`config.mk`:
```
export PLATFORM = sky130hd
export DESIGN_NAME = repeating_interval_timer
export DESIGN_NICKNAME = d
export VERILOG_FILES = /design/src/design/rit_pkg.sv /design/src/design/rit_ctrl.sv /design/src/design/rit_datapath.sv /design/src/design/repeating_interval_timer.sv
export SDC_FILE = /design/constraint.sdc
export NUM_CORES = 1
export LEC_CHECK = 0
export ABC_CLOCK_PERIOD_IN_PS = 4800
export BUFFER_PORTS_ARGS = -buffer_cell sky130_fd_sc_hd__buf_4
export CAP_MARGIN = 20
export CORE_MARGIN = 1.5
export CORE_UTILIZATION = 47
export DETAILED_ROUTE_END_ITERATION = 7
export PLACE_DENSITY_LB_ADDON = 0.05
export RECOVER_POWER = 50
export SLEW_MARGIN = 25
export SYNTH_ARGS = -nofsm -noshare
export SYNTH_HDL_FRONTEND = slang
export SYNTH_SLANG_ARGS = --single-unit
```
`constraint.sdc`:
```
create_clock -name clk -period 4.8 [get_ports clk]
set_input_delay 0.96 -clock clk [delete_from_list [all_inputs] [get_ports clk]]
set_output_delay 0.96 -clock clk [all_outputs]
set_load 0.005 [all_outputs]
```
`src/design/rit_pkg.sv`:
```
package rit_pkg;

  // Command codes carried on the opcode field
  typedef enum logic [1:0] {
    OP_TICK  = 2'd0,
    OP_START = 2'd1,
    OP_STOP  = 2'd2,
    OP_RESET = 2'd3
  } op_t;

  // Configuration register indexes
  localparam int unsigned CFG_INDEX_W = 3;
  localparam logic [CFG_INDEX_W-1:0] CFG_DURATION       = 3'd0;
  localparam logic [CFG_INDEX_W-1:0] CFG_LOOP_ENABLE    = 3'd1;
  localparam logic [CFG_INDEX_W-1:0] CFG_LIMITED_ENABLE = 3'd2;
  localparam logic [CFG_INDEX_W-1:0] CFG_FIXED_ENABLE   = 3'd3;
  localparam logic [CFG_INDEX_W-1:0] CFG_USE_UNSCALED   = 3'd4;
  localparam logic [CFG_INDEX_W-1:0] CFG_MAX_LOOPS      = 3'd5;

  localparam int unsigned CFG_DATA_W  = 32;
  localparam int unsigned DELTA_W     = 32;
  localparam int unsigned ELAPSED_W   = 32;
  localparam int unsigned REMAINING_W = 33;
  localparam int unsigned LOOPS_W     = 16;

  typedef enum logic [1:0] {
    ST_IDLE,
    ST_TRIG,
    ST_OUT
  } state_t;

  // Controller to datapath
  typedef struct packed {
    logic load;   // execute the accepted command
    logic trig;   // apply one trigger
  } rit_cmd_t;

  // Datapath to controller
  typedef struct packed {
    logic tick_go;   // accepted opcode is a tick on an active timer
    logic ge;        // elapsed >= duration for the current elapsed
    logic more;      // the trigger being applied keeps the timer looping
    logic ge_after;  // elapsed after this trigger still reaches duration
    logic fixed;     // fixed-interval catch-up enabled
  } rit_status_t;

endpackage

```
`src/design/rit_ctrl.sv`:
```
module rit_ctrl #(
  parameter int unsigned MAX_CATCHUP = 16
) (
  input  logic                 clk,
  input  logic                 rst,
  input  logic                 cmd_valid,
  output logic                 cmd_ready,
  output logic                 res_valid,
  input  logic                 res_ready,
  output logic                 fired,
  output logic                 last,
  output rit_pkg::rit_cmd_t    cmd,
  input  rit_pkg::rit_status_t status
);
  import rit_pkg::*;

  localparam int unsigned CW = $clog2(MAX_CATCHUP + 1);

  state_t         state;
  state_t         state_next;
  logic           fired_next;
  logic           last_next;
  logic [CW-1:0]  count;
  logic [CW-1:0]  count_next;
  logic           accept;
  logic           trig_last;

  assign accept = cmd_valid && cmd_ready;

  // A trigger ends the burst when the mode stops, catch-up is off,
  // the time left no longer reaches duration or the cap is reached.
  assign trig_last = !status.fixed || !status.more || !status.ge_after ||
                     (count == CW'(MAX_CATCHUP - 1));

  always_comb begin
    state_next = state;
    case (state)
      ST_IDLE: begin
        if (accept) begin
          state_next = status.tick_go ? ST_TRIG : ST_OUT;
        end
      end
      ST_TRIG: state_next = ST_OUT;
      ST_OUT: begin
        if (res_ready) begin
          state_next = last ? ST_IDLE : ST_TRIG;
        end
      end
      default: state_next = ST_IDLE;
    endcase
  end

  always_comb begin
    cmd_ready  = 1'b0;
    res_valid  = 1'b0;
    cmd.load   = 1'b0;
    cmd.trig   = 1'b0;
    fired_next = fired;
    last_next  = last;
    count_next = count;
    case (state)
      ST_IDLE: begin
        cmd_ready = 1'b1;
        if (accept) begin
          cmd.load   = 1'b1;
          fired_next = 1'b0;
          last_next  = 1'b1;
          count_next = '0;
        end
      end
      ST_TRIG: begin
        if (status.ge) begin
          cmd.trig   = 1'b1;
          fired_next = 1'b1;
          last_next  = trig_last;
          count_next = count + 1'b1;
        end else begin
          fired_next = 1'b0;
          last_next  = 1'b1;
        end
      end
      ST_OUT: res_valid = 1'b1;
      default: ;
    endcase
  end

  always_ff @(posedge clk) begin
    if (rst) begin
      state <= ST_IDLE;
      fired <= 1'b0;
      last  <= 1'b0;
      count <= '0;
    end else begin
      state <= state_next;
      fired <= fired_next;
      last  <= last_next;
      count <= count_next;
    end
  end

endmodule

```
`src/design/rit_datapath.sv`:
```
module rit_datapath #(
  parameter int unsigned TIME_WIDTH = 32
) (
  input  logic                                    clk,
  input  logic                                    rst,
  input  logic                                    cfg_write,
  input  logic [rit_pkg::CFG_INDEX_W-1:0]         cfg_index,
  input  logic [rit_pkg::CFG_DATA_W-1:0]          cfg_data,
  input  logic [1:0]                              opcode,
  input  logic [rit_pkg::DELTA_W-1:0]             scaled_delta,
  input  logic [rit_pkg::DELTA_W-1:0]             unscaled_delta,
  input  rit_pkg::rit_cmd_t                       cmd,
  output rit_pkg::rit_status_t                    status,
  output logic                                    running,
  output logic                                    finished,
  output logic [rit_pkg::ELAPSED_W-1:0]           elapsed,
  output logic signed [rit_pkg::REMAINING_W-1:0]  remaining,
  output logic [rit_pkg::LOOPS_W-1:0]             loops_done
);
  import rit_pkg::*;

  localparam int unsigned TW = TIME_WIDTH;
  localparam int unsigned DW = (TW > 32) ? TW : 32;

  // Configuration
  logic [CFG_DATA_W-1:0] duration;
  logic                  loop_enable;
  logic                  limited_enable;
  logic                  fixed_enable;
  logic                  use_unscaled;
  logic [LOOPS_W-1:0]    max_loops;

  // Timer state
  logic [TW-1:0]         elapsed_time;
  logic [LOOPS_W-1:0]    loop_counter;
  logic                  ge;

  logic [DW-1:0]         dur_wide;
  logic [TW-1:0]         dur;
  logic [DW-1:0]         delta_wide;
  logic [TW-1:0]         delta;
  logic [TW:0]           sum;
  logic [TW-1:0]         sum_sat;
  logic [TW-1:0]         diff;
  logic [LOOPS_W-1:0]    count_inc;
  logic                  stop_now;
  logic                  looping;
  logic [DW-1:0]         elapsed_wide;
  logic [DW:0]           rem_full;

  assign dur_wide   = DW'(duration);
  assign dur        = dur_wide[TW-1:0];
  assign delta_wide = DW'(use_unscaled ? unscaled_delta : scaled_delta);
  assign delta      = delta_wide[TW-1:0];

  // Saturating add of the step
  assign sum     = {1'b0, elapsed_time} + {1'b0, delta};
  assign sum_sat = sum[TW] ? {TW{1'b1}} : sum[TW-1:0];

  // One period back; only used when elapsed >= duration
  assign diff = elapsed_time - dur;

  assign count_inc = (loop_counter == {LOOPS_W{1'b1}}) ? loop_counter
                                                       : loop_counter + 1'b1;
  assign stop_now  = limited_enable && (count_inc >= max_loops);
  assign looping   = loop_enable || limited_enable;

  assign status.tick_go  = (op_t'(opcode) == OP_TICK) && running && !finished;
  assign status.ge       = ge;
  assign status.more     = !stop_now && looping;
  assign status.ge_after = diff >= dur;
  assign status.fixed    = fixed_enable;

  assign elapsed_wide = DW'(elapsed_time);
  assign elapsed      = elapsed_wide[ELAPSED_W-1:0];
  assign rem_full     = (DW + 1)'(dur) - (DW + 1)'(elapsed_time);
  assign remaining    = $signed(rem_full[REMAINING_W-1:0]);
  assign loops_done   = loop_counter;

  always_ff @(posedge clk) begin
    if (rst) begin
      duration       <= '0;
      loop_enable    <= 1'b0;
      limited_enable <= 1'b0;
      fixed_enable   <= 1'b0;
      use_unscaled   <= 1'b0;
      max_loops      <= '0;
    end else if (cfg_write) begin
      case (cfg_index)
        CFG_DURATION:       duration       <= cfg_data;
        CFG_LOOP_ENABLE:    loop_enable    <= cfg_data[0];
        CFG_LIMITED_ENABLE: limited_enable <= cfg_data[0];
        CFG_FIXED_ENABLE:   fixed_enable   <= cfg_data[0];
        CFG_USE_UNSCALED:   use_unscaled   <= cfg_data[0];
        CFG_MAX_LOOPS:      max_loops      <= cfg_data[LOOPS_W-1:0];
        default: ;
      endcase
    end
  end

  always_ff @(posedge clk) begin
    if (rst) begin
      elapsed_time <= '0;
      loop_counter <= '0;
      running      <= 1'b0;
      finished     <= 1'b0;
      ge           <= 1'b0;
    end else if (cmd.load) begin
      case (op_t'(opcode))
        OP_START: begin
          elapsed_time <= '0;
          loop_counter <= '0;
          running      <= 1'b1;
          finished     <= 1'b0;
        end
        OP_STOP: running <= 1'b0;
        OP_RESET: begin
          elapsed_time <= '0;
          loop_counter <= '0;
          running      <= 1'b0;
          finished     <= 1'b0;
        end
        OP_TICK: begin
          if (status.tick_go) begin
            elapsed_time <= sum_sat;
            ge           <= sum_sat >= dur;
          end
        end
        default: ;
      endcase
    end else if (cmd.trig) begin
      loop_counter <= count_inc;
      if (stop_now) begin
        finished <= 1'b1;
        running  <= 1'b0;
      end else if (looping) begin
        elapsed_time <= diff;
        ge           <= status.ge_after;
      end else begin
        finished     <= 1'b1;
        running      <= 1'b0;
        elapsed_time <= dur;
      end
    end
  end

endmodule

```
`src/design/repeating_interval_timer.sv`:
```
// Repeating interval timer with one-shot, loop, limited-loop and
// fixed-interval catch-up modes.
//
// Channels: commands enter on cmd_valid/cmd_ready with opcode (tick, start,
// stop, reset) and the scaled and unscaled Q16.16 steps. Results leave on
// res_valid/res_ready, one transaction per trigger, or a single status
// transaction with fired low when a command causes no trigger; last marks
// the final result of a command. The user must write configuration through
// cfg_write/cfg_index/cfg_data only with no command in flight; unenforced.
//
// Sequencing: start, stop, reset and ticks on an idle timer show their
// result in the cycle after acceptance. A tick on a running timer adds the
// step at acceptance and passes through a trigger state, which applies a
// trigger (or finds none), before each result: first after acceptance and
// again after each taken result for every further catch-up trigger. At most
// MAX_CATCHUP results per tick; the next command is taken the cycle after
// the last result.
//
// Reset clears the configuration and the timer state. When the receiver
// stalls, the result and the timer state hold until res_ready rises.
module repeating_interval_timer #(
  parameter int unsigned MAX_CATCHUP = 16,
  parameter int unsigned TIME_WIDTH  = 32
) (
  input  logic                                    clk,
  input  logic                                    rst,
  // Configuration port
  input  logic                                    cfg_write,
  input  logic [rit_pkg::CFG_INDEX_W-1:0]         cfg_index,
  input  logic [rit_pkg::CFG_DATA_W-1:0]          cfg_data,
  // Command channel
  input  logic                                    cmd_valid,
  output logic                                    cmd_ready,
  input  logic [1:0]                              opcode,
  input  logic [rit_pkg::DELTA_W-1:0]             scaled_delta,
  input  logic [rit_pkg::DELTA_W-1:0]             unscaled_delta,
  // Result channel
  output logic                                    res_valid,
  input  logic                                    res_ready,
  output logic                                    fired,
  output logic                                    last,
  output logic                                    running,
  output logic                                    finished,
  output logic [rit_pkg::ELAPSED_W-1:0]           elapsed,
  output logic signed [rit_pkg::REMAINING_W-1:0]  remaining,
  output logic [rit_pkg::LOOPS_W-1:0]             loops_done
);
  import rit_pkg::*;

  rit_cmd_t    cmd;
  rit_status_t status;

  // Sequence commands, triggers and result handshakes
  rit_ctrl #(
    .MAX_CATCHUP (MAX_CATCHUP)
  ) u_ctrl (
    .clk       (clk),
    .rst       (rst),
    .cmd_valid (cmd_valid),
    .cmd_ready (cmd_ready),
    .res_valid (res_valid),
    .res_ready (res_ready),
    .fired     (fired),
    .last      (last),
    .cmd       (cmd),
    .status    (status)
  );

  // Hold configuration and timer state; the status fields of a result are
  // read straight from that state, which stays frozen while a result waits.
  rit_datapath #(
    .TIME_WIDTH (TIME_WIDTH)
  ) u_datapath (
    .clk            (clk),
    .rst            (rst),
    .cfg_write      (cfg_write),
    .cfg_index      (cfg_index),
    .cfg_data       (cfg_data),
    .opcode         (opcode),
    .scaled_delta   (scaled_delta),
    .unscaled_delta (unscaled_delta),
    .cmd            (cmd),
    .status         (status),
    .running        (running),
    .finished       (finished),
    .elapsed        (elapsed),
    .remaining      (remaining),
    .loops_done     (loops_done)
  );

endmodule

```
# After elaboration in Yosys (flattened, before gate mapping)
# Cells that the tools add are included.
# op_classes
addsub,5
magnitude_cmp,3
n_eq_ne,23
mux,47
n_reduce_logical,36
# ops
operator,count
2-to-1 mux 32 bit,7
>= comparator 32 bit,2
2-to-1 mux 16 bit,4
case mux 32 bit (2 select lines),1
adder 32 x 32 -> 33 bit,1
subtractor 32 x 32 -> 33 bit,1
subtractor 32 bit,1
2-to-1 mux 1 bit,25
AND reduction 2 bit,9
adder 16 x 1 -> 16 bit (second input constant),1
== test 16 bit (second input constant),1
>= comparator 16 bit,1
2-to-1 mux 5 bit,2
case mux 5 bit (2 select lines),1
!= test 3 x 2 -> 1 bit (second input constant),3
AND reduction 3 bit,3
!= test 2 x 1 -> 1 bit (second input constant),4
== test 2 bit (second input constant),3
== test 3 x 2 -> 1 bit (second input constant),2
== test 3 bit (second input constant),2
2-to-1 mux 2 bit,3
!= test 2 bit (second input constant),3
case mux 1 bit (2 select lines),3
case mux 2 bit (3 select lines),1
other kinds (14),30
# totals
register_bits,112
input_bits,106
output_inout_bits,87

# Longest topological paths before layout
# Gate-level depths: netlist (run 1).
# depth
word_depth,12
depth_mapped,23

# Cells and area by module
# A second synthesis (run 1) with hierarchy kept.
# hier_totals
cells_unflattened,1715
hier_area_um2,12679.7
# modules_own_cells
mod,n_inst,cells_each,area_each_um2
rit_datapath,1,1664,12220.5
rit_ctrl,1,51,459.2

# Least setup slack after synthesis (run 1)
# OpenSTA, ideal clock, no wires.
# synth_path
path_type,input to register
startpoint,in unscaled_delta[0] (netlist name)
endpoint,reg u_datapath.ge
setup_time_ns,0.128
t_arrival_ns,5.022
setup_slack_ns,-0.350
cell_stages,21
cell_sequence,mux2_2 -> ha_1 -> fa_1 -> a211oi_1 -> o2111a_1 -> nor3_1 -> a31o_2 -> a21bo_2 -> a21oi_4 -> buf_2 -> o21ai_0 -> ha_1 -> a21o_1 -> a21o_1 -> a21oi_1 -> o21ai_0 -> a211o_1 -> a21oi_1 -> o21ai_0 -> o2111ai_1 -> o41ai_1
# synth_via
elab_chain_cells,7
# synth_lines
item,line,text
from (decl),repeating_interval_timer.sv:36,"input logic [rit_pkg::DELTA_W-1:0] unscaled_delta,"
2-to-1 mux 32 bit,rit_datapath.sv:53,assign delta_wide = DW'(use_unscaled ? unscaled_delta : scaled_delta);
adder 32 x 32 -> 33 bit,rit_datapath.sv:57,"assign sum = {1'b0, elapsed_time} + {1'b0, delta};"
2-to-1 mux 32 bit,rit_datapath.sv:58,assign sum_sat = sum[TW] ? {TW{1'b1}} : sum[TW-1:0];
>= comparator 32 bit,rit_datapath.sv:126,ge <= sum_sat >= dur;
2-to-1 mux 1 bit,rit_datapath.sv:124,if (status.tick_go) begin
2-to-1 mux 1 bit,rit_datapath.sv:109,case (op_t'(opcode))
2-to-1 mux 1 bit,rit_datapath.sv:108,end else if (cmd.load) begin
to (signal assigned),rit_datapath.sv:126,
to (signal assigned),rit_datapath.sv:138,ge <= status.ge_after;
to (decl),rit_datapath.sv:36,logic ge;
# Every way passes these cells. The select of a mux whose other input is x is not followed.
# A chain may end at the register's enable or synchronous reset.

# Worst setup path in the final report (run 1)
# layout_path
startpoint,reg u_datapath.duration[0] (netlist: u_datapath.dur[0])
endpoint,reg u_ctrl.last
# layout_via
elab_chain_cells,7
# layout_lines
item,line,text
from (decl),rit_datapath.sv:26,logic [CFG_DATA_W-1:0] duration;
from (signal assigned),rit_datapath.sv:90,CFG_DURATION: duration <= cfg_data;
subtractor 32 bit,rit_datapath.sv:61,assign diff = elapsed_time - dur;
>= comparator 32 bit (*),rit_datapath.sv:71,assign status.ge_after = diff >= dur;
logical NOT 1 bit (*),rit_ctrl.sv:32,assign trig_last = !status.fixed || !status.more || !status.ge_after ||
logical OR 1 bit (*) (2 in series),rit_ctrl.sv:32,
2-to-1 mux 1 bit (*),rit_ctrl.sv:72,if (status.ge) begin
case mux 1 bit (2 select lines) (*),rit_ctrl.sv:61,case (state)
to (signal assigned),rit_ctrl.sv:96,last <= last_next;
to (decl),rit_ctrl.sv:11,"output logic last,"
# Mark *: on every way between the ends. The rest lies on a longest branch, timed or not.

==> impl_metrics.xml, run 1 <==
<?xml version="1.0" encoding="UTF-8"?>
<metrics>
  <group name="route">
    <metric name="routed_wl" unit="mm">45.3</metric>
    <metric name="avgRoutedWirePerCell" unit="µm">18.6</metric>
    <metric name="drt_iter0_markers" unit="">1051</metric>
    <metric name="drtAntennaViolNets" unit="">0</metric>
    <metric name="route.detailed.vias_per_inst" unit="">5.74</metric>
    <metric name="remaining_drc_errors" unit="">14</metric>
    <metric name="num_vias" unit="">14000</metric>
    <metric name="drt_pre_antenna_iters" unit="">7</metric>
  </group>
  <group name="grt">
    <metric name="grt_first_pass_wirelength" unit="mm">70.3</metric>
    <metric name="grt_remaining_overflow" unit="">0</metric>
    <metric name="grt_pass1_vias" unit="">13200</metric>
    <metric name="maximum_number_of_pins_on_one_net_before_global_route_repair" unit="">95</metric>
    <metric name="groute.usage.overall" unit="%">31.8</metric>
    <metric name="initial_antenna_violation_count" unit="">1</metric>
  </group>
  <group name="synth">
    <metric name="yosysSeqAreaShare" unit="%">17.8</metric>
    <metric name="main_combinational_cell_family_by_area_after_synthesis" unit="">compound AO/OA/AOI/OAI gates</metric>
    <metric name="ys.warnings.count" unit="">0</metric>
    <metric name="yosysUniqueCellTypes" unit="">82</metric>
    <metric name="synth_nets" unit="">2003</metric>
    <metric name="synth_xor_xnor_area_share" unit="%">6.25</metric>
    <metric name="mappedNetlistArea" unit="mm²">0.0126</metric>
    <metric name="async_reset_ff_share" unit="%">0</metric>
    <metric name="synth_edf_count" unit="">0</metric>
    <metric name="ys.flop_type" unit="">dfxtp_1</metric>
    <metric name="synthSimpleGateAreaFrac" unit="%">19.3</metric>
    <metric name="post_synth_mux_area_share" unit="%">4.44</metric>
    <metric name="synthesis.instances" unit="">1716</metric>
    <metric name="share_of_synthesized_cell_area_in_full_adder_half_adder_and_majority_cells" unit="%">18.1</metric>
    <metric name="complex_gate_fraction_of_the_synthesized_area" unit="%">27.7</metric>
    <metric name="synth-seq-cells" unit="">112</metric>
    <metric name="syn_avg_cell_area" unit="µm²">7.35</metric>
  </group>
  <group name="worst_setup_path">
    <metric name="cp_top_family" unit="">compound AO/OA/AOI/OAI gates</metric>
    <metric name="crit_slowest_cell" unit="">dfxtp_1</metric>
    <metric name="longest_individual_stage_delay_on_the_worst_path" unit="ps">360</metric>
    <metric name="worstSetupPathType" unit="">register to register</metric>
    <metric name="crit_arrival" unit="ps">5050</metric>
    <metric name="path_depth" unit="">23</metric>
    <metric name="worst_setup_path_end_kind" unit="">register</metric>
    <metric name="buffering_stage_count_on_the_worst_path_with_inverters_included" unit="">5</metric>
    <metric name="kind_of_start_point_of_the_critical_path" unit="">register</metric>
    <metric name="critical_path.cell_chain" unit="">ha_1 &gt; inv_1 &gt; fa_2 &gt; a21o_1 &gt; a221oi_2 &gt; buf_4 &gt; o31ai_2 &gt; o21ai_2 &gt; a31oi_2 &gt; o211ai_1 &gt; buf_4 &gt; nand2_1 &gt; xnor2_2 &gt; ha_1 &gt; nand4_1 &gt; nor4_1 &gt; buf_4 &gt; a221o_1 &gt; a211oi_2 &gt; o211ai_1 &gt; buf_4 &gt; and4b_1 &gt; nor3_1</metric>
    <metric name="worstPathMaxFanout" unit="">3</metric>
    <metric name="worst_path_most_repeated_cell" unit="">buf_4</metric>
    <metric name="cp.required" unit="ps">5090</metric>
    <metric name="length_in_cells_of_the_worst_reg_to_reg_path" unit="">23</metric>
  </group>
  <group name="clocking">
    <metric name="ctsLongestPathBuffers" unit="">2</metric>
    <metric name="clockRootBuffer" unit="">clkbuf_16</metric>
    <metric name="cts.sink_count" unit="">112</metric>
    <metric name="cts-htree-levels" unit="">3</metric>
    <metric name="tritoncts_clock_tree" unit="">yes</metric>
    <metric name="clk_latency" unit="ps">370</metric>
    <metric name="clkSlewWorstSetupHoldPaths" unit="ps">90</metric>
    <metric name="cts_made_buffers" unit="">9</metric>
    <metric name="holdBufCountCts" unit="">0</metric>
  </group>
  <group name="timing">
    <metric name="clock.fmax" unit="GHz">0.210</metric>
    <metric name="finalCritPeriodShare" unit="%">99.2</metric>
    <metric name="unrepaired_setup_endpoints_after_global_routing" unit="">true</metric>
    <metric name="fin_tns_setup" unit="ps">0</metric>
    <metric name="timing_worst_slew_pin_value" unit="ps">1890</metric>
    <metric name="final_hold_viol_count" unit="">0</metric>
    <metric name="timing.hold.ws" unit="ps">462</metric>
    <metric name="setup_viol_count_final" unit="">0</metric>
    <metric name="period_minus_slack" unit="ps">4760</metric>
    <metric name="slew-limit-headroom" unit="%">-26.1</metric>
    <metric name="max_slew_violation_count" unit="">32</metric>
    <metric name="worst_clock_skew" unit="ps">11.4</metric>
  </group>
  <group name="floorplan">
    <metric name="pin_count" unit="">193</metric>
    <metric name="fp-row-count" unit="">59</metric>
    <metric name="initial_core_util" unit="%">48.1</metric>
    <metric name="floorplan.die.height" unit="µm">167</metric>
    <metric name="die-area" unit="mm²">0.0278</metric>
    <metric name="core" unit="mm²">0.0262</metric>
    <metric name="dieWidth" unit="µm">167</metric>
  </group>
  <group name="placement">
    <metric name="dp_hpwl" unit="mm">36.6</metric>
    <metric name="placed_cell_area" unit="mm²">0.0162</metric>
    <metric name="finalWeightedCongestion" unit="">0.980</metric>
    <metric name="portBuffers" unit="">192</metric>
  </group>
  <group name="layout">
    <metric name="fillerInstances" unit="">2480</metric>
    <metric name="multiInputGateArea" unit="mm²">0.00991</metric>
    <metric name="final_area" unit="mm²">0.0168</metric>
    <metric name="ff_latch_area" unit="mm²">0.00225</metric>
    <metric name="layout.nets" unit="">2384</metric>
    <metric name="n_antenna_cell" unit="">0</metric>
    <metric name="final_cell_mix" unit="">buf_4 (407), nand2_1 (232), a21oi_1 (193)</metric>
    <metric name="drive_gt1_share" unit="%">27.3</metric>
    <metric name="layout.cells.most_common" unit="">buf_4</metric>
    <metric name="synthToLayoutAreaGrowth" unit="%">32.9</metric>
  </group>
  <group name="power">
    <metric name="leakagePower" unit="µW">0.00748</metric>
    <metric name="combPwrFrac" unit="%">58.7</metric>
    <metric name="power_share_of_the_clock_group" unit="%">18.5</metric>
    <metric name="peak_supply_drop" unit="mV">0.249</metric>
    <metric name="power_frac_seq" unit="%">22.8</metric>
    <metric name="power.internal" unit="µW">2600</metric>
    <metric name="power_switching" unit="µW">1780</metric>
    <metric name="swShare" unit="%">40.7</metric>
    <metric name="cellPowerDensity" unit="mW/mm²">262</metric>
  </group>
  <group name="run_status">
    <metric name="violations" unit="">design-rule violations, max-capacitance violations, max-slew violations</metric>
    <metric name="run_status" unit="">finished, violations left</metric>
  </group>
  <group name="flow_run">
    <metric name="max_cap_viol_count" unit="">1</metric>
  </group>
  <group name="hold_path">
    <metric name="hold_class" unit="">register to register</metric>
    <metric name="worst_hold_path.num_cells" unit="">2</metric>
  </group>
</metrics>
==> worst reg2reg max path, stage by stage (launching register included) <==
cell	delay (ps)
dfxtp_1	360
ha_1	180
inv_1	60
fa_2	340
a21o_1	220
a221oi_2	280
buf_4	180
o31ai_2	90
o21ai_2	200
a31oi_2	130
o211ai_1	360
buf_4	190
nand2_1	70
xnor2_2	160
ha_1	330
nand4_1	110
nor4_1	60
buf_4	150
a221o_1	310
a211oi_2	240
o211ai_1	140
buf_4	190
and4b_1	180
nor3_1	150
==> routing by layer <==
layer,vias to the layer above,track usage [%],wire (µm)
met5,-,0,0
met4,0,6.05,794
met3,49,5.16,3630
met2,519,50.0,19300
met1,6499,45.8,21500
li1,6914,-,-
==> power groups by stage <==
stage / clock [µW] / combinational [µW] / sequential (µW)
2_1_floorplan: 0 / 1380 / 1010
3_3_place_gp: 0 / 2370 / 1020
3_5_place_dp: 0 / 2400 / 1020
4_1_cts: 824 / 2450 / 996
5_1_grt: 859 / 2800 / 1000
6_report: 811 / 2580 / 998
==> worst paths after layout <==
| check | slack [ps] | startpoint | end |
|---|---|---|---|
| setup / recovery | 40 | u_datapath.dur[0] | u_ctrl.last |
| setup reg to reg | 40 | u_datapath.dur[0] | u_ctrl.last |
| hold / removal | 460 | u_datapath.max_loops[4] | u_datapath.max_loops[4] |
| hold reg to reg | 460 | u_datapath.max_loops[4] | u_datapath.max_loops[4] |
==> state kept, by name, indices dropped and copies added (netlist names), 2 cells and up <==
| name | cells |
|---|---|
| u_datapath.max_loops | 16 |
| u_ctrl.state | 2 |
| u_datapath.dur | 32 |
| u_datapath.elapsed | 32 |
| u_ctrl.count | 5 |
| u_datapath.loops_done | 16 |
==> cell type report <==
cell class	instances	area share, %
Timing Repair Buffer	462	20.4
Clock buffer	10	1.43
Inverter	116	2.60
Clock inverter	6	0.418
Sequential cell	112	13.4
Multi-Input combinational cell	1396	59.2
Tap cell	335	2.50
==> kinds of logic (layout without fill, tap and decap cells) <==
group           Yosys count  in the layout
compound gates          541            541
xor+xnor                 90             90
fa+ha+maj               181            181
buf+inv                 208            594
flops                   112            112
mux                      51             51
simple gates            533            533
==> synthesized netlist by cell type, drive strengths merged, types with 9 or more instances <==
cell type  count  share of area (%)
mux2i         12               0.95
nor3          22               0.87
ha           178                 18
a21oi        200                8.0
nor2b         15               0.74
o211ai        12               0.71
dfxtp        112                 18
nand2        232                6.9
a22oi         11               0.69
mux2          39                3.5
o21bai        13               0.77
inv          115                3.4
or2           11               0.55
xor2          28                1.9
nand2b        18               0.89
nand4         26                1.3
and2           9               0.45
a21o          64                3.8
and3          15               0.74
o31ai         10               0.85
buf           23               0.85
nand3         27                1.1
o21ai         86                3.4
a31oi         24                1.2
or3           14               0.69
clkbuf        69                2.1
nor2         121                3.6
o21a           9               0.54
xnor2         62                4.3
a211oi        36                2.1
==> through the flow <==
step / instances / utilization [%] / total power, µW / setup WS (ps)
6_report: 2437 / 63.9 / 4390 / 36.2
5_1_grt: 2437 / 63.9 / 4660 / -159
4_1_cts: 2434 / 63.2 / 4270 / 3.33
3_5_place_dp: 2416 / 61.8 / 3420 / -480
3_3_place_gp: 2416 / 61.8 / 3390 / -375
2_1_floorplan: 1716 / - / 2390 / 7.41
==> what timing repair did <==
item                                    CTS  global route
resized for setup                         9            51
cloned                                    0             0
setup buffers                             2             3
endpoints found under the setup margin    2             4
pin swaps                                 1            31
No activity file was read; power rests on OpenSTA's default activity.
==> run 2: changes to the inputs <==
--- a/config.mk
+++ b/config.mk
@@ -10,6 +10,7 @@
 export CAP_MARGIN = 20
 export CORE_MARGIN = 1.5
 export CORE_UTILIZATION = 47
+export CTS_BUF_LIST = sky130_fd_sc_hd__clkbuf_4
 export DETAILED_ROUTE_END_ITERATION = 7
 export PLACE_DENSITY_LB_ADDON = 0.05
 export RECOVER_POWER = 50
==> run 2 against run 1 <==
Against the previous run: the flow finishes with violations (design-rule violations); global-route usage is essentially flat; die area is the same; combinational power is essentially flat; clock skew grew 17 ps; utilization shrank 0.30 points; first-iteration DRC count grew 4.0%; highest routed layer unchanged.
==> impl_metrics.xml, run 2 (synthesis gave the netlist of run 1 again) <==
<?xml version="1.0" encoding="UTF-8"?>
<metrics>
  <group name="run_status">
    <metric name="run_status" unit="">finished, violations left</metric>
    <metric name="violations" unit="">design-rule violations</metric>
  </group>
  <group name="grt">
    <metric name="grt_first_pass_wirelength" unit="mm">70.2</metric>
    <metric name="groute.usage.overall" unit="%">31.8</metric>
    <metric name="maximum_number_of_pins_on_one_net_before_global_route_repair" unit="">95</metric>
    <metric name="initial_antenna_violation_count" unit="">2</metric>
    <metric name="grt_remaining_overflow" unit="">0</metric>
    <metric name="grt_pass1_vias" unit="">13200</metric>
  </group>
  <group name="worst_setup_path">
    <metric name="r2r_path_start" unit="">u_datapath.elapsed[16]</metric>
    <metric name="worst_setup_path_startpoint" unit="">u_datapath.elapsed[16]</metric>
    <metric name="worstSetupPathType" unit="">register to register</metric>
    <metric name="length_in_cells_of_the_worst_reg_to_reg_path" unit="">24</metric>
    <metric name="worst_setup_path_end_kind" unit="">register</metric>
    <metric name="crit_arrival" unit="ps">5170</metric>
    <metric name="crit_end" unit="">u_ctrl.last</metric>
    <metric name="kind_of_start_point_of_the_critical_path" unit="">register</metric>
    <metric name="setup.reg_to_reg.worst_slack" unit="ps">60</metric>
    <metric name="cp.required" unit="ps">5240</metric>
    <metric name="reg2reg_to" unit="">u_ctrl.last</metric>
    <metric name="worstPathMaxFanout" unit="">9</metric>
  </group>
  <group name="power">
    <metric name="power_switching" unit="µW">1750</metric>
    <metric name="combPwrFrac" unit="%">62.7</metric>
    <metric name="power_frac_seq" unit="%">24.6</metric>
    <metric name="swShare" unit="%">42.9</metric>
    <metric name="peak_supply_drop" unit="mV">0.137</metric>
    <metric name="cellPowerDensity" unit="mW/mm²">245</metric>
    <metric name="leakagePower" unit="µW">0.00749</metric>
    <metric name="power_share_of_the_clock_group" unit="%">12.7</metric>
    <metric name="overall_power_consumption" unit="µW">4080</metric>
    <metric name="power.internal" unit="µW">2330</metric>
  </group>
  <group name="placement">
    <metric name="portBuffers" unit="">192</metric>
    <metric name="dp_hpwl" unit="mm">36.6</metric>
    <metric name="finalWeightedCongestion" unit="">0.980</metric>
  </group>
  <group name="layout">
    <metric name="final_cell_mix" unit="">buf_4 (428), nand2_1 (230), a21oi_1 (189)</metric>
    <metric name="fillerInstances" unit="">2479</metric>
    <metric name="synthToLayoutAreaGrowth" unit="%">32.2</metric>
    <metric name="layout.nets" unit="">2390</metric>
    <metric name="drive_gt1_share" unit="%">28.2</metric>
    <metric name="layout.cells.most_common" unit="">buf_4</metric>
  </group>
  <group name="clocking">
    <metric name="clockRootBuffer" unit="">clkbuf_4</metric>
    <metric name="clkSlewWorstSetupHoldPaths" unit="ps">220</metric>
    <metric name="ctsLongestPathBuffers" unit="">2</metric>
    <metric name="holdBufCountCts" unit="">0</metric>
    <metric name="cts_made_buffers" unit="">9</metric>
    <metric name="cts.sink_count" unit="">112</metric>
    <metric name="clk_latency" unit="ps">520</metric>
    <metric name="tritoncts_clock_tree" unit="">yes</metric>
    <metric name="cts-htree-levels" unit="">3</metric>
  </group>
  <group name="route">
    <metric name="remaining_drc_errors" unit="">14</metric>
    <metric name="drt_iter0_markers" unit="">1093</metric>
    <metric name="avgRoutedWirePerCell" unit="µm">18.6</metric>
    <metric name="num_vias" unit="">14000</metric>
    <metric name="drt_pre_antenna_iters" unit="">7</metric>
    <metric name="drtAntennaViolNets" unit="">0</metric>
    <metric name="route.detailed.vias_per_inst" unit="">5.73</metric>
    <metric name="routed_wl" unit="mm">45.4</metric>
  </group>
  <group name="timing">
    <metric name="max_slew_violation_count" unit="">0</metric>
    <metric name="final_hold_viol_count" unit="">0</metric>
    <metric name="clock.fmax" unit="GHz">0.211</metric>
    <metric name="unrepaired_setup_endpoints_after_global_routing" unit="">true</metric>
    <metric name="timing.hold.ws" unit="ps">473</metric>
    <metric name="worst_clock_skew" unit="ps">28.9</metric>
    <metric name="fin_tns_setup" unit="ps">0</metric>
    <metric name="slew-limit-headroom" unit="%">29.7</metric>
    <metric name="finalCritPeriodShare" unit="%">98.7</metric>
    <metric name="period_minus_slack" unit="ps">4740</metric>
    <metric name="setup_viol_count_final" unit="">0</metric>
    <metric name="timing_worst_slew_pin_value" unit="ps">1050</metric>
  </group>
  <group name="flow_run">
    <metric name="max_cap_viol_count" unit="">0</metric>
  </group>
  <group name="floorplan">
    <metric name="floorplan.die.height" unit="µm">167</metric>
    <metric name="dieWidth" unit="µm">167</metric>
    <metric name="fp-row-count" unit="">59</metric>
    <metric name="initial_core_util" unit="%">48.1</metric>
    <metric name="pin_count" unit="">193</metric>
    <metric name="die-area" unit="mm²">0.0278</metric>
    <metric name="core" unit="mm²">0.0262</metric>
  </group>
  <group name="hold_path">
    <metric name="hold_class" unit="">register to register</metric>
  </group>
</metrics>
[run 2: layout make-up]
cell class                      instances  area, µm²  share of cell area (%)
Timing Repair Buffer                  468       3540                    21.2
Inverter                              116        435                    2.61
Clock buffer                            9       67.6                   0.405
Sequential cell                       112       2250                    13.5
Antenna cell                            1       2.50                  0.0150
Multi-Input combinational cell       1396       9880                    59.2
Tap cell                              335        419                    2.51
Clock inverter                          7       73.8                   0.443
[run 2: critical path, cell delays in order (launching register included)]
cell      delay, ps
dfxtp_1         410
inv_1            60
ha_1            410
a21oi_1         210
o21ai_0         180
a221oi_2        320
nor2_1          110
o41ai_2         300
buf_4           160
nand2_1          90
a41oi_2         250
nor2b_2         210
xnor2_2         160
ha_1            300
nand4_1         120
nor4_1           60
buf_4           150
nand2_2          80
a21oi_2          30
buf_4           150
a211oi_2        240
o211ai_1        140
buf_4           190
and4b_1         180
nor3_1          150
[run 2: worst min-delay path by stage]
stage,to,cells past startpoint,start,slack (ps)
2_1_floorplan,u_datapath.max_loops[10],2,u_datapath.max_loops[10],440
3_3_place_gp,u_datapath.max_loops[1],2,u_datapath.max_loops[1],440
3_5_place_dp,u_datapath.max_loops[7],2,u_datapath.max_loops[7],450
4_1_cts,u_datapath.max_loops[12],2,u_datapath.max_loops[12],470
5_1_grt,u_datapath.max_loops[15],2,u_datapath.max_loops[15],500
6_report,u_datapath.max_loops[4],2,u_datapath.max_loops[4],470
[run 2: repair_timing]
| action | CTS | global route |
|---|---|---|
| cloned | 0 | 2 |
| endpoints found under the setup margin | 5 | 10 |
| buffers inserted | 2 | 7 |
| pin swaps | 3 | 23 |
| gates resized for setup | 12 | 50 |
[run 2: metrics by stage]
stage / std cells / area, µm² / worst slack [ps] / util [%]
floorplan: 1716 / 12700 / 7.41 / -
global placement: 2416 / 16200 / -375 / 61.8
detailed placement: 2416 / 16200 / -480 / 61.8
CTS: 2434 / 16400 / 9.94 / 62.6
global route: 2444 / 16700 / -157 / 63.6
finish: 2444 / 16700 / 64.4 / 63.6
[run 2: power by group through the flow]
stage	clock (µW)	combinational [µW]	sequential [µW]
finish	518	2560	1000
global route	563	2790	1000
detailed placement	0	2400	1020
floorplan	0	1380	1010
CTS	525	2450	999
global placement	0	2370	1020
[run 2: metal layers]
metal	share of wire, %	vias up	global-route usage (%)
li1	-	6928	-
met2	43	517	49.4
met4	1.7	0	6.96
met3	8.0	51	5.09
met1	47	6496	45.9
met5	0	-	0
